$ cat src/cles_pkg.sv
// Package: command codes, microcode word, program table and configuration types.
`default_nettype none
package cles_pkg;

   localparam int unsigned PC_W     = 6;
   localparam int unsigned PADDR_W  = 5;
   localparam int unsigned PDATA_W  = 32;

   typedef enum logic [3:0] {
      CMD_INIT      = 4'd0,
      CMD_STOP      = 4'd1,
      CMD_CLEAR     = 4'd2,
      CMD_HOME      = 4'd3,
      CMD_SET_ADDR  = 4'd4,
      CMD_STR_START = 4'd5,
      CMD_CHAR      = 4'd6,
      CMD_SHIFT     = 4'd7,
      CMD_LIGHT_ON  = 4'd8,
      CMD_LIGHT_OFF = 4'd9
   } cmd_type;

   typedef enum logic [2:0] {
      REG_DEV_ADDR   = 3'd0,
      REG_FONT       = 3'd1,
      REG_TWO_LINE   = 3'd2,
      REG_CURSOR     = 3'd3,
      REG_BLINK      = 3'd4,
      REG_BL_START   = 3'd5
   } reg_idx_type;

   typedef enum logic [2:0] {
      VAL_CONST = 3'd0,
      VAL_FUNC  = 3'd1,
      VAL_DISP  = 3'd2,
      VAL_ADDR  = 3'd3,
      VAL_DATA  = 3'd4,
      VAL_SHIFT = 3'd5
   } val_sel_type;

   // program entry points
   localparam logic [PC_W-1:0] ENTRY_INIT  = 6'd0;
   localparam logic [PC_W-1:0] ENTRY_STOP  = 6'd28;
   localparam logic [PC_W-1:0] ENTRY_CLEAR = 6'd32;
   localparam logic [PC_W-1:0] ENTRY_HOME  = 6'd36;
   localparam logic [PC_W-1:0] ENTRY_ADDR  = 6'd40;
   localparam logic [PC_W-1:0] ENTRY_CHAR  = 6'd44;
   localparam logic [PC_W-1:0] ENTRY_SHIFT = 6'd48;
   localparam logic [PC_W-1:0] ENTRY_LIGHT = 6'd52;

   typedef struct packed {
      logic       raw;
      val_sel_type sel;
      logic [7:0] konst;
      logic       rs;
      logic       lo;
      logic       e;
      logic [5:0] wait_ms;
      logic       last;
   } ucode_type;

   typedef struct packed {
      logic [6:0] dev_addr;
      logic       font_large;
      logic       two_line;
      logic       cursor_visible;
      logic       cursor_blink;
      logic       bl_start;
   } cfg_type;

   // one control word per byte; register writes take four steps (hi+E, hi, lo+E, lo)
   function automatic ucode_type ucode_rom(input logic [PC_W-1:0] pc);
      ucode_type  w;
      logic       lst;
      logic [3:0] slot;
      slot      = pc[5:2];
      lst       = 1'b0;
      w.raw     = 1'b0;
      w.sel     = VAL_CONST;
      w.konst   = 8'h00;
      w.rs      = 1'b0;
      w.lo      = pc[1];
      w.e       = ~pc[0];
      w.wait_ms = (pc[1:0] == 2'd0) ? 6'd2 : 6'd0;
      if (pc[5:3] == 3'd0) begin
         w.raw = 1'b1;
         unique case (pc[2:0])
            3'd0:    begin w.konst = 8'h34; w.wait_ms = 6'd50; end
            3'd1:    begin w.konst = 8'h30; w.wait_ms = 6'd0;  end
            3'd2:    begin w.konst = 8'h34; w.wait_ms = 6'd5;  end
            3'd3:    begin w.konst = 8'h30; w.wait_ms = 6'd0;  end
            3'd4:    begin w.konst = 8'h34; w.wait_ms = 6'd1;  end
            3'd5:    begin w.konst = 8'h30; w.wait_ms = 6'd0;  end
            3'd6:    begin w.konst = 8'h24; w.wait_ms = 6'd0;  end
            default: begin w.konst = 8'h20; w.wait_ms = 6'd0;  end
         endcase
      end else begin
         unique case (slot)
            4'd2:    w.sel = VAL_FUNC;
            4'd3:    w.konst = 8'h08;
            4'd4:    w.konst = 8'h01;
            4'd5:    w.sel = VAL_DISP;
            4'd6:    begin w.konst = 8'h06; lst = 1'b1; end
            4'd7:    w.konst = 8'h08;
            4'd8:    begin w.konst = 8'h01; lst = 1'b1; end
            4'd9:    begin w.konst = 8'h02; lst = 1'b1; end
            4'd10:   begin w.sel = VAL_ADDR; lst = 1'b1; end
            4'd11:   begin w.sel = VAL_DATA; w.rs = 1'b1; lst = 1'b1; end
            4'd12:   begin w.sel = VAL_SHIFT; lst = 1'b1; end
            4'd13:   begin w.konst = 8'h00; lst = 1'b1; end
            default: lst = 1'b1;
         endcase
      end
      w.last = lst & (pc[1:0] == 2'd3);
      return w;
   endfunction

endpackage
`default_nettype wire

$ cat src/cles_if.sv
// Valid/ready channel interfaces for command items and expander byte items.
`default_nettype none
interface cles_req_if;
   logic       valid;
   logic       ready;
   logic [3:0] command;
   logic [7:0] operand;
   modport source (output valid, output command, output operand, input ready);
   modport sink   (input valid, input command, input operand, output ready);
endinterface

interface cles_rsp_if;
   logic       valid;
   logic       ready;
   logic [7:0] expander_byte;
   logic [5:0] wait_before_ms;
   logic [6:0] target_address;
   logic       last;
   modport source (output valid, output expander_byte, output wait_before_ms,
                   output target_address, output last, input ready);
   modport sink   (input valid, input expander_byte, input wait_before_ms,
                   input target_address, input last, output ready);
endinterface
`default_nettype wire

$ cat src/cles_csr.sv
// APB-style configuration register file.
`default_nettype none
module cles_csr (
   input  wire logic                          clock,
   input  wire logic                          reset,
   input  wire logic                          csr_psel,
   input  wire logic                          csr_penable,
   input  wire logic                          csr_pwrite,
   input  wire logic [cles_pkg::PADDR_W-1:0]  csr_paddr,
   input  wire logic [cles_pkg::PDATA_W-1:0]  csr_pwdata,
   output logic      [cles_pkg::PDATA_W-1:0]  csr_prdata,
   output logic                               csr_pready,
   output cles_pkg::cfg_type                  cfg
);

   cles_pkg::cfg_type cfg_ff, cfg_in;
   logic              wr_en;
   logic [2:0]        idx;

   assign csr_pready = 1'b1;
   assign wr_en      = csr_psel & csr_penable & csr_pwrite;
   assign idx        = csr_paddr[4:2];
   assign cfg        = cfg_ff;

   always_comb begin
      cfg_in = cfg_ff;
      if (wr_en) begin
         unique case (cles_pkg::reg_idx_type'(idx))
            cles_pkg::REG_DEV_ADDR: cfg_in.dev_addr       = csr_pwdata[6:0];
            cles_pkg::REG_FONT:     cfg_in.font_large     = csr_pwdata[0];
            cles_pkg::REG_TWO_LINE: cfg_in.two_line       = csr_pwdata[0];
            cles_pkg::REG_CURSOR:   cfg_in.cursor_visible = csr_pwdata[0];
            cles_pkg::REG_BLINK:    cfg_in.cursor_blink   = csr_pwdata[0];
            cles_pkg::REG_BL_START: cfg_in.bl_start       = csr_pwdata[0];
            default:                cfg_in = cfg_ff;
         endcase
      end
   end

   always_comb begin
      unique case (cles_pkg::reg_idx_type'(idx))
         cles_pkg::REG_DEV_ADDR: csr_prdata = {25'd0, cfg_ff.dev_addr};
         cles_pkg::REG_FONT:     csr_prdata = {31'd0, cfg_ff.font_large};
         cles_pkg::REG_TWO_LINE: csr_prdata = {31'd0, cfg_ff.two_line};
         cles_pkg::REG_CURSOR:   csr_prdata = {31'd0, cfg_ff.cursor_visible};
         cles_pkg::REG_BLINK:    csr_prdata = {31'd0, cfg_ff.cursor_blink};
         cles_pkg::REG_BL_START: csr_prdata = {31'd0, cfg_ff.bl_start};
         default:                csr_prdata = '0;
      endcase
   end

   always_ff @(posedge clock) begin
      if (reset) begin
         cfg_ff.dev_addr       <= 7'd39;
         cfg_ff.font_large     <= 1'b0;
         cfg_ff.two_line       <= 1'b1;
         cfg_ff.cursor_visible <= 1'b0;
         cfg_ff.cursor_blink   <= 1'b0;
         cfg_ff.bl_start       <= 1'b1;
      end else begin
         cfg_ff <= cfg_in;
      end
   end

endmodule
`default_nettype wire

$ cat src/char_lcd_expander_sequencer.sv
// Top level: command dispatch, microcoded byte sequencer and output register.
//
//   channel | direction | handshake           | payload
//   req     | in        | valid/ready         | command, operand
//   rsp     | out       | valid/ready         | expander_byte, wait_before_ms,
//           |           |                     | target_address, last
//   csr     | in        | APB psel/penable    | paddr[4:0], pwdata, prdata
//
// A command is accepted while idle, then one expander byte per cycle is loaded from
// the program ROM while rsp is not stalled. The next command is taken the cycle
// after the final byte of the current one is loaded into the output register.
// Commands that emit nothing leave the sequencer idle.
// Synchronous reset clears state and loads register defaults.
// A stalled rsp holds the output register and freezes the step counter.
`default_nettype none
module char_lcd_expander_sequencer (
   input  wire logic                          clock,
   input  wire logic                          reset,
   cles_req_if.sink                           req,
   cles_rsp_if.source                         rsp,
   input  wire logic                          csr_psel,
   input  wire logic                          csr_penable,
   input  wire logic                          csr_pwrite,
   input  wire logic [cles_pkg::PADDR_W-1:0]  csr_paddr,
   input  wire logic [cles_pkg::PDATA_W-1:0]  csr_pwdata,
   output logic      [cles_pkg::PDATA_W-1:0]  csr_prdata,
   output logic                               csr_pready
);

   cles_pkg::cfg_type          cfg;
   cles_pkg::ucode_type        uw;

   logic                       busy_ff, busy_in;
   logic [cles_pkg::PC_W-1:0]  pc_ff, pc_in;
   logic [7:0]                 opd_ff, opd_in;
   logic                       bl_ff, bl_in;
   logic [7:0]                 chars_ff, chars_in;

   logic                       ovalid_ff, ovalid_in;
   logic [7:0]                 obyte_ff, obyte_in;
   logic [5:0]                 owait_ff, owait_in;
   logic [6:0]                 oaddr_ff, oaddr_in;
   logic                       olast_ff, olast_in;

   logic                       accept, step;
   logic                       go;
   logic [cles_pkg::PC_W-1:0]  entry;
   logic [7:0]                 val;
   logic [3:0]                 nib;

   cles_csr u_csr (
      .clock       (clock),
      .reset       (reset),
      .csr_psel    (csr_psel),
      .csr_penable (csr_penable),
      .csr_pwrite  (csr_pwrite),
      .csr_paddr   (csr_paddr),
      .csr_pwdata  (csr_pwdata),
      .csr_prdata  (csr_prdata),
      .csr_pready  (csr_pready),
      .cfg         (cfg)
   );

   assign req.ready = ~busy_ff;
   assign accept    = req.valid & ~busy_ff;
   assign step      = busy_ff & (~ovalid_ff | rsp.ready);
   assign uw        = cles_pkg::ucode_rom(pc_ff);

   // dispatch: entry point, emit decision and state update per command
   always_comb begin
      go       = 1'b0;
      entry    = cles_pkg::ENTRY_INIT;
      bl_in    = bl_ff;
      chars_in = chars_ff;
      unique case (cles_pkg::cmd_type'(req.command))
         cles_pkg::CMD_INIT: begin
            go = 1'b1; entry = cles_pkg::ENTRY_INIT; bl_in = cfg.bl_start;
         end
         cles_pkg::CMD_STOP: begin
            go = 1'b1; entry = cles_pkg::ENTRY_STOP; bl_in = 1'b0;
         end
         cles_pkg::CMD_CLEAR: begin go = 1'b1; entry = cles_pkg::ENTRY_CLEAR; end
         cles_pkg::CMD_HOME:  begin go = 1'b1; entry = cles_pkg::ENTRY_HOME; end
         cles_pkg::CMD_SET_ADDR: begin
            go = ~req.operand[7]; entry = cles_pkg::ENTRY_ADDR;
         end
         cles_pkg::CMD_STR_START: begin
            go       = ~req.operand[7];
            entry    = cles_pkg::ENTRY_ADDR;
            chars_in = req.operand[7] ? 8'd0 : 8'd128 - req.operand;
         end
         cles_pkg::CMD_CHAR: begin
            entry = cles_pkg::ENTRY_CHAR;
            if (req.operand == 8'd0) begin
               chars_in = 8'd0;
            end else if (chars_ff != 8'd0) begin
               go       = 1'b1;
               chars_in = chars_ff - 8'd1;
            end
         end
         cles_pkg::CMD_SHIFT: begin go = 1'b1; entry = cles_pkg::ENTRY_SHIFT; end
         cles_pkg::CMD_LIGHT_ON: begin
            go = 1'b1; entry = cles_pkg::ENTRY_LIGHT; bl_in = 1'b1;
         end
         cles_pkg::CMD_LIGHT_OFF: begin
            go = 1'b1; entry = cles_pkg::ENTRY_LIGHT; bl_in = 1'b0;
         end
         default: go = 1'b0;
      endcase
   end

   // datapath value for the current control word
   always_comb begin
      unique case (uw.sel)
         cles_pkg::VAL_FUNC:  val = {4'h2, cfg.two_line, cfg.font_large, 2'b00};
         cles_pkg::VAL_DISP:  val = {6'b000011, cfg.cursor_visible, cfg.cursor_blink};
         cles_pkg::VAL_ADDR:  val = {1'b1, opd_ff[6:0]};
         cles_pkg::VAL_DATA:  val = opd_ff;
         cles_pkg::VAL_SHIFT: val = {5'b00011, opd_ff[0], 2'b00};
         default:             val = uw.konst;
      endcase
      nib = uw.lo ? val[3:0] : val[7:4];
   end

   always_comb begin
      busy_in   = busy_ff;
      pc_in     = pc_ff;
      opd_in    = opd_ff;
      ovalid_in = ovalid_ff & ~rsp.ready;
      obyte_in  = obyte_ff;
      owait_in  = owait_ff;
      oaddr_in  = oaddr_ff;
      olast_in  = olast_ff;
      if (accept) begin
         busy_in = go;
         pc_in   = entry;
         opd_in  = req.operand;
      end
      if (step) begin
         ovalid_in = 1'b1;
         obyte_in  = uw.raw ? uw.konst : {nib, bl_ff, uw.e, 1'b0, uw.rs};
         owait_in  = uw.wait_ms;
         oaddr_in  = cfg.dev_addr;
         olast_in  = uw.last;
         pc_in     = pc_ff + 6'd1;
         busy_in   = ~uw.last;
      end
   end

   always_ff @(posedge clock) begin
      if (reset) begin
         busy_ff   <= 1'b0;
         pc_ff     <= '0;
         bl_ff     <= 1'b0;
         chars_ff  <= 8'd0;
         ovalid_ff <= 1'b0;
      end else begin
         busy_ff   <= busy_in;
         pc_ff     <= pc_in;
         ovalid_ff <= ovalid_in;
         if (accept) begin
            bl_ff    <= bl_in;
            chars_ff <= chars_in;
         end
      end
   end

   always_ff @(posedge clock) begin
      opd_ff   <= opd_in;
      obyte_ff <= obyte_in;
      owait_ff <= owait_in;
      oaddr_ff <= oaddr_in;
      olast_ff <= olast_in;
   end

   assign rsp.valid          = ovalid_ff;
   assign rsp.expander_byte  = obyte_ff;
   assign rsp.wait_before_ms = owait_ff;
   assign rsp.target_address = oaddr_ff;
   assign rsp.last           = olast_ff;

endmodule
`default_nettype wire

$ cat src/flat_wrapper.sv
// flat-port wrapper written by rule: the top's interface ports become plain ports
module char_lcd_expander_sequencer_flat 
  (clock, reset, csr_psel, csr_penable, csr_pwrite, csr_paddr, csr_pwdata, csr_prdata, csr_pready, req_valid, req_command, req_operand, req_ready, rsp_valid, rsp_expander_byte, rsp_wait_before_ms, rsp_target_address, rsp_last, rsp_ready);
  cles_req_if req_i ();
  cles_rsp_if rsp_i ();
  input  wire logic clock;
  input  wire logic reset;
  input  wire logic csr_psel;
  input  wire logic csr_penable;
  input  wire logic csr_pwrite;
  input  wire logic [cles_pkg::PADDR_W-1:0] csr_paddr;
  input  wire logic [cles_pkg::PDATA_W-1:0] csr_pwdata;
  output logic      [cles_pkg::PDATA_W-1:0] csr_prdata;
  output logic csr_pready;
  input wire logic [$bits(req_i.valid)-1:0] req_valid;
  input wire logic [$bits(req_i.command)-1:0] req_command;
  input wire logic [$bits(req_i.operand)-1:0] req_operand;
  output wire logic [$bits(req_i.ready)-1:0] req_ready;
  output wire logic [$bits(rsp_i.valid)-1:0] rsp_valid;
  output wire logic [$bits(rsp_i.expander_byte)-1:0] rsp_expander_byte;
  output wire logic [$bits(rsp_i.wait_before_ms)-1:0] rsp_wait_before_ms;
  output wire logic [$bits(rsp_i.target_address)-1:0] rsp_target_address;
  output wire logic [$bits(rsp_i.last)-1:0] rsp_last;
  input wire logic [$bits(rsp_i.ready)-1:0] rsp_ready;
  assign req_i.valid = req_valid;
  assign req_i.command = req_command;
  assign req_i.operand = req_operand;
  assign req_ready = req_i.ready;
  assign rsp_valid = rsp_i.valid;
  assign rsp_expander_byte = rsp_i.expander_byte;
  assign rsp_wait_before_ms = rsp_i.wait_before_ms;
  assign rsp_target_address = rsp_i.target_address;
  assign rsp_last = rsp_i.last;
  assign rsp_i.ready = rsp_ready;
  char_lcd_expander_sequencer u_core (.clock(clock), .reset(reset), .req(req_i), .rsp(rsp_i), .csr_psel(csr_psel), .csr_penable(csr_penable), .csr_pwrite(csr_pwrite), .csr_paddr(csr_paddr), .csr_pwdata(csr_pwdata), .csr_prdata(csr_prdata), .csr_pready(csr_pready));
endmodule
$ cat config.mk
export PLATFORM = sky130hd
export DESIGN_NAME = char_lcd_expander_sequencer_flat
export DESIGN_NICKNAME = d
export VERILOG_FILES = /design/src/cles_pkg.sv /design/src/cles_if.sv /design/src/cles_csr.sv /design/src/char_lcd_expander_sequencer.sv /design/src/flat_wrapper.sv
export SDC_FILE = /design/constraint.sdc
export NUM_CORES = 1
export LEC_CHECK = 0
export ABC_AREA = 0
export BUFFER_PORTS_ARGS = -buffer_cell sky130_fd_sc_hd__buf_2
export CORE_MARGIN = 2
export CORE_UTILIZATION = 51
export CTS_CLUSTER_SIZE = 28
export DETAILED_ROUTE_END_ITERATION = 16
export PLACE_DENSITY_LB_ADDON = 0.3
export SLEW_MARGIN = 5
export SYNTH_ARGS = -nofsm -noshare
export SYNTH_HDL_FRONTEND = slang
export SYNTH_HIERARCHICAL = 1
export SYNTH_SLANG_ARGS = --single-unit
$ cat constraint.sdc
create_clock -name clock -period 2.8 [get_ports clock]
set_input_delay 0.84 -clock clock [delete_from_list [all_inputs] [get_ports clock]]
set_output_delay 0.84 -clock clock [all_outputs]
set_load 0.02 [all_outputs]
==> results of run 1 <==
-- area by class of cell --
class                           count  area (um^2)  area share [%]
Timing Repair Buffer               63          328            8.64
Clock buffer                       12          145            3.82
Tap cell                           77         96.3            2.54
Clock inverter                      4         18.8           0.494
Sequential cell                    57         1420            37.4
Multi-Input combinational cell    254         1710            45.1
Inverter                           20         75.1            1.98
-- Yosys cell counts (2+ instances only) --
master | n | share of area (%)
nand2_1 | 11 | 1.2
a221oi_1 | 2 | 0.52
or3b_2 | 2 | 0.52
a31oi_1 | 5 | 0.92
clkbuf_1 | 10 | 1.1
a32oi_1 | 3 | 0.77
a21boi_0 | 2 | 0.44
o221ai_1 | 2 | 0.52
nand3b_1 | 2 | 0.44
dfxtp_1 | 29 | 17
nor2_1 | 22 | 2.4
a31o_2 | 2 | 0.52
o21ai_0 | 7 | 1.0
inv_1 | 20 | 2.2
o22ai_1 | 5 | 0.92
o32ai_1 | 5 | 1.3
buf_4 | 28 | 6.2
mux2i_1 | 17 | 5.0
nor3_1 | 12 | 1.8
xnor2_1 | 4 | 1.0
and3_1 | 3 | 0.55
a21oi_1 | 16 | 2.4
nand4_1 | 3 | 0.55
a22oi_1 | 3 | 0.66
ha_1 | 7 | 2.6
conb_1 | 3 | 0.33
o31ai_1 | 5 | 1.1
or4_4 | 2 | 0.66
a211oi_1 | 5 | 1.1
nand2b_1 | 19 | 3.5
o21a_1 | 2 | 0.44
buf_2 | 5 | 0.74
nand3_1 | 7 | 1.0
mux2_2 | 2 | 0.66
or3_1 | 4 | 0.74
and2_1 | 7 | 1.3
edfxtp_1 | 28 | 25
o211ai_1 | 2 | 0.44
nor2b_1 | 6 | 1.1
nor3b_1 | 5 | 1.1
-- worst max-delay path, cell delays in order --
cell and delay, ns:
buf_2 0.10, mux4_2 0.48, mux2_2 0.27, buf_2 0.16
-- metal layers --
metal  routed length, um  up-vias
met1                3100     1273
met4                  99        0
met3                 423       11
li1                    -     1338
met2                3360       88
met5                   0        -
-- sequential cells by signal (all words and copies together), names as in the netlist --
name / cells
u_core/u_csr/cfg: 12
u_core/rsp.expander_byte: 8
u_core/rsp.target_address: 7
u_core/rsp.wait_before_ms: 4
u_core/rsp.last: 1
u_core/rsp.valid: 1
u_core/busy_ff: 1
u_core/bl_ff: 1
u_core/opd_ff: 8
u_core/chars_ff: 8
u_core/pc_ff: 6
-- power groups by stage --
stage / Clock [uW] / Sequential, uW / Combinational [uW]
final: 642 / 948 / 321
after detailed placement: 0 / 965 / 318
after floorplan: 0 / 967 / 259
after CTS: 662 / 947 / 319
after global routing: 694 / 953 / 351
after global placement: 0 / 965 / 314
-- cell families (layout without fill, tap and decap cells) --
family                   after synthesis  in the layout
multiplexers                          20             20
adder cells (fa/ha/maj)                7              7
flip-flops                            57             57
AO/OA/AOI/OAI                         76             76
XOR/XNOR                               5              5
AND/OR/NAND/NOR                      118            118
other                                  3             28
buffers and inverters                 64             99
-- final timing paths --
kind | depth (start not counted) | slack, ns | to
max reg2reg | 5 | 0.90 | u_core/pc_ff[4]
min reg2reg | 0 | 0.45 | u_core/rsp.target_address[1]
min | 0 | 0.45 | u_core/rsp.target_address[1]
max | 4 | 0.11 | csr_prdata[0]
-- metrics by stage --
stage	instances	hold slack (ns)	worst slack, ns	instance area, um^2
floorplan	375	0.423	0.212	3490
global placement	471	0.431	0.106	3630
detailed placement	471	0.436	0.104	3630
CTS	487	0.453	0.104	3800
global route	487	0.465	0.0766	3800
finish	487	0.451	0.109	3800
==> run metrics, run 1 <==
status=completed; Simple-Gate Fraction of Synth Area=20.8%; Static Leak=0.00144 uW; initial antenna violation count=0; Seq/Total Area, Yosys=41.8%; die span in x=85.6 um; EDFF count, synth=28; Sequential Power Share=49.6%; die area=7330 um^2; # setup viols final=0; Initial Utilization=53.2%; crit path max fanout=2; worst vdd ir=0.349 mV; Worst Clk Skew=0.00565 ns; final weighted congestion in routability-driven placement=0.920; post-CTS setup buffers=0; synth unique cells=66; Total Power=1910 uW; GR Layer Usage met3=3.75%; Die Y=85.6 um; Clk pin slew, worst setup/hold paths=0.06 ns; per-cell routed wire length=14.3 um; DP HPWL=5140 um; multiplexer area fraction after synthesis=6.33%; Pwr per Cell Area=503 nW/um^2; Worst-Margin Slew=0.630 ns; Final Hold Viols=0; Yosys warnings=6; total CTS buffers=9; Slew Limit Fails=0; most frequent cells in the layout=buf_2, dfxtp_1, conb_1, edfxtp_1, nor2_1; Antenna Violating Nets Remaining=0; share of cells above drive strength 1=23.7%; H-tree Lvls=3; vias in the first global route=2467; Net Sw Power=541 uW; Worst Setup Path Type=in2out; area grow syn2layout=11.7%; Layout Utilization=59.4%; CTS tree=yes; setup_tns=0 ns; fin nets=468; startpoint types=input port; synthesized flop and latch total=57; maximum clock path buffer count=2; Hold Crit Start=u_core/u_csr/cfg[6]; first-pass GRT wire length=11400 um; adder-cell share of the synthesized area=2.58%; Avg Inst Size Synth=9.71 um^2; drt first-iter violations=193; CTS sink count=57; overall routed net length=6990 um; cells after synthesis=350; hold_buf cts=0; RSZ-0062 raised after global routing=false; # fillers=581; top_reg_cell synth=dfxtp_1; worst skew pair latency=0.33 ns; post-synthesis xor/xnor area fraction=1.29%; DRC Markers=0; internal power=1370 uW; GR Util met2=31.6%; First-pass DRT Iterations=5; Mapped Area=3400 um^2; Clock power frac=33.6%; ant diodes=0; CTS Root Cell=clkbuf_8; Worst EP required=1.96 ns; number of I/O pins=113; Critical Path Source=csr_paddr[2]; drt via density=5.56; GRT busiest layer=met2; normalized max-slew margin=57.7%; max-cap violations=0; main combinational cell family by area after synthesis=simple AND/OR/NAND/NOR gates; Total GRT Usage=19.4%; Tcrit/Tclk final=96.1%; Std-Cell Rows=29; Hold WC Path Type=reg2reg; compound-cell area share of the yosys netlist=16.3%; sw frac=28.3%; fmax=372 MHz; grt total ovfl=0; via count=2710; largest net degree at the start of global routing=36; crit path DAT=1.85 ns; Port Buf Inserts=58; crit end category=output port; min Tclk post-route=2.69 ns; Gate power share=16.8%; async set-reset flop share out of synthesis=0%; Critical R2R Launch=u_core/busy_ff; Core Area=6390 um^2; CTS resizes=0; commonest non-fill, non-tap cell in the layout=buf_2; met1 GRT Util=25.0%
Note: power is estimated with default switching activity, not from simulation.
==> inputs of run 2 (changes only) <==
- CTS_CLUSTER_SIZE: 28 -> 16
- PLACE_DENSITY: not set -> 0.9
- PLACE_DENSITY_LB_ADDON: 0.3 -> not set
==> run 2 against run 1 <==
Against the previous run: design area increased by 2.3%; clock-buffer cell count fell by 2; routed wire length barely moved.
==> run metrics, run 2 (same netlist as run 1, synthesis figures left out) <==
status=completed; First-pass DRT Iterations=5; CTS Root Cell=clkbuf_8; Final Hold Viols=0; Port Buf Inserts=58; total CTS buffers=9; Worst EP required=1.96 ns; CTS tree=yes; DRC Markers=0; hold_ws=0.447 ns; Pwr per Cell Area=584 nW/um^2; drt first-iter violations=246; Antenna Violating Nets Remaining=0; crit path DAT=1.92 ns; vias in the first global route=2548; crit end category=output port; H-tree Lvls=3; max reg flops=12; CTS resizes=0; number of I/O pins=113; Hold Crit Depth=0; Die Y=85.6 um; area grow syn2layout=14.2%; max-cap violations=0; normalized max-slew margin=58.4%; Clk pin slew, worst setup/hold paths=0.06 ns; Initial Utilization=53.2%; first-pass GRT wire length=11400 um; R2R cell count=6; worst vdd ir=0.539 mV; Worst-Margin Slew=0.619 ns; largest net degree at the start of global routing=36; share of cells above drive strength 1=24.0%; CTS sink count=57; drt via density=5.74; commonest non-fill, non-tap cell in the layout=buf_2; final weighted congestion in routability-driven placement=0.898; via count=2788; overall routed net length=6990 um; Std-Cell Rows=29; per-cell routed wire length=14.4 um; most frequent cells in the layout=buf_2, dfxtp_1, conb_1, edfxtp_1, nor2_1; hold_buf cts=0; die area=7330 um^2; Slew Limit Fails=0; grt total ovfl=0; Hold WC Path Type=reg2reg; Total GRT Usage=19.7%; startpoint types=input port; post-CTS setup buffers=0; fmax=363 MHz; crit path max fanout=2; initial antenna violation count=0; die span in x=85.6 um; Critical R2R Launch=u_core/chars_ff[0]; maximum clock path buffer count=2; min Tclk post-route=2.76 ns; Worst Clk Skew=0.00907 ns; DP HPWL=5120 um; Tcrit/Tclk final=98.4%; setup_tns=0 ns; RSZ-0062 raised after global routing=false; Core Area=6390 um^2; # setup viols final=0; # fillers=542; Hold Crit Start=u_core/u_csr/cfg[10]; Static Leak=0.00148 uW; worst skew pair latency=0.33 ns; Worst Setup Path Type=in2out; ant diodes=0; Critical Path Source=csr_paddr[2]; fin nets=467
-- run 2: changes by cell type in the layout (fill, tap and decap cells not counted) --
cell	change
bufinv_16	+4
buf_4	-1
clkbuf_1	-1
clkbuf_8	-1
clkinv_1	-1
clkinv_2	-1
-- run 2: per-stage QoR --
stage | total power (uW) | utilization (%) | area [um^2] | instances | setup WS, ns
finish | 2270 | 60.8 | 3880 | 486 | 0.0440
global route | 2360 | 60.8 | 3880 | 486 | 0.0332
CTS | 2280 | 60.8 | 3880 | 486 | 0.0509
detailed placement | 1280 | 56.8 | 3620 | 470 | 0.0799
global placement | 1270 | 56.8 | 3620 | 470 | 0.101
floorplan | 1230 | - | 3490 | 375 | 0.212
-- run 2: layer usage --
layer	track usage, %	wire, um	vias to the layer above
li1	-	-	1332
met1	23.5	2740	1275
met2	33.4	3420	159
met3	5.00	652	22
met4	9.09	173	0
met5	0	0	-
-- run 2: layout make-up --
cell class	instances	area, um^2	share of cell area [%]
Clock buffer	10	128	3.29
Clock inverter	6	130	3.35
Inverter	20	75.1	1.93
Multi-Input combinational cell	254	1710	44.1
Sequential cell	57	1420	36.6
Tap cell	77	96.3	2.48
Timing Repair Buffer	62	320	8.25
-- run 2: worst paths after layout --
check                                               endpoint  slack [ns]
worst min register to register  u_core/rsp.target_address[5]        0.45
worst max-delay path                           csr_prdata[0]        0.04
worst max register to register            u_core/chars_ff[7]        0.90
worst min-delay path            u_core/rsp.target_address[5]        0.45
-- run 2: critical path: stages --
cell and delay (ns):
buf_2 0.11, mux4_2 0.52, mux2_2 0.28, buf_2 0.16
-- run 2: where the power goes --
group	total [uW]	internal, uW	switching [uW]
sequential	948	916	32.7
clock	994	678	316
combinational	323	116	207
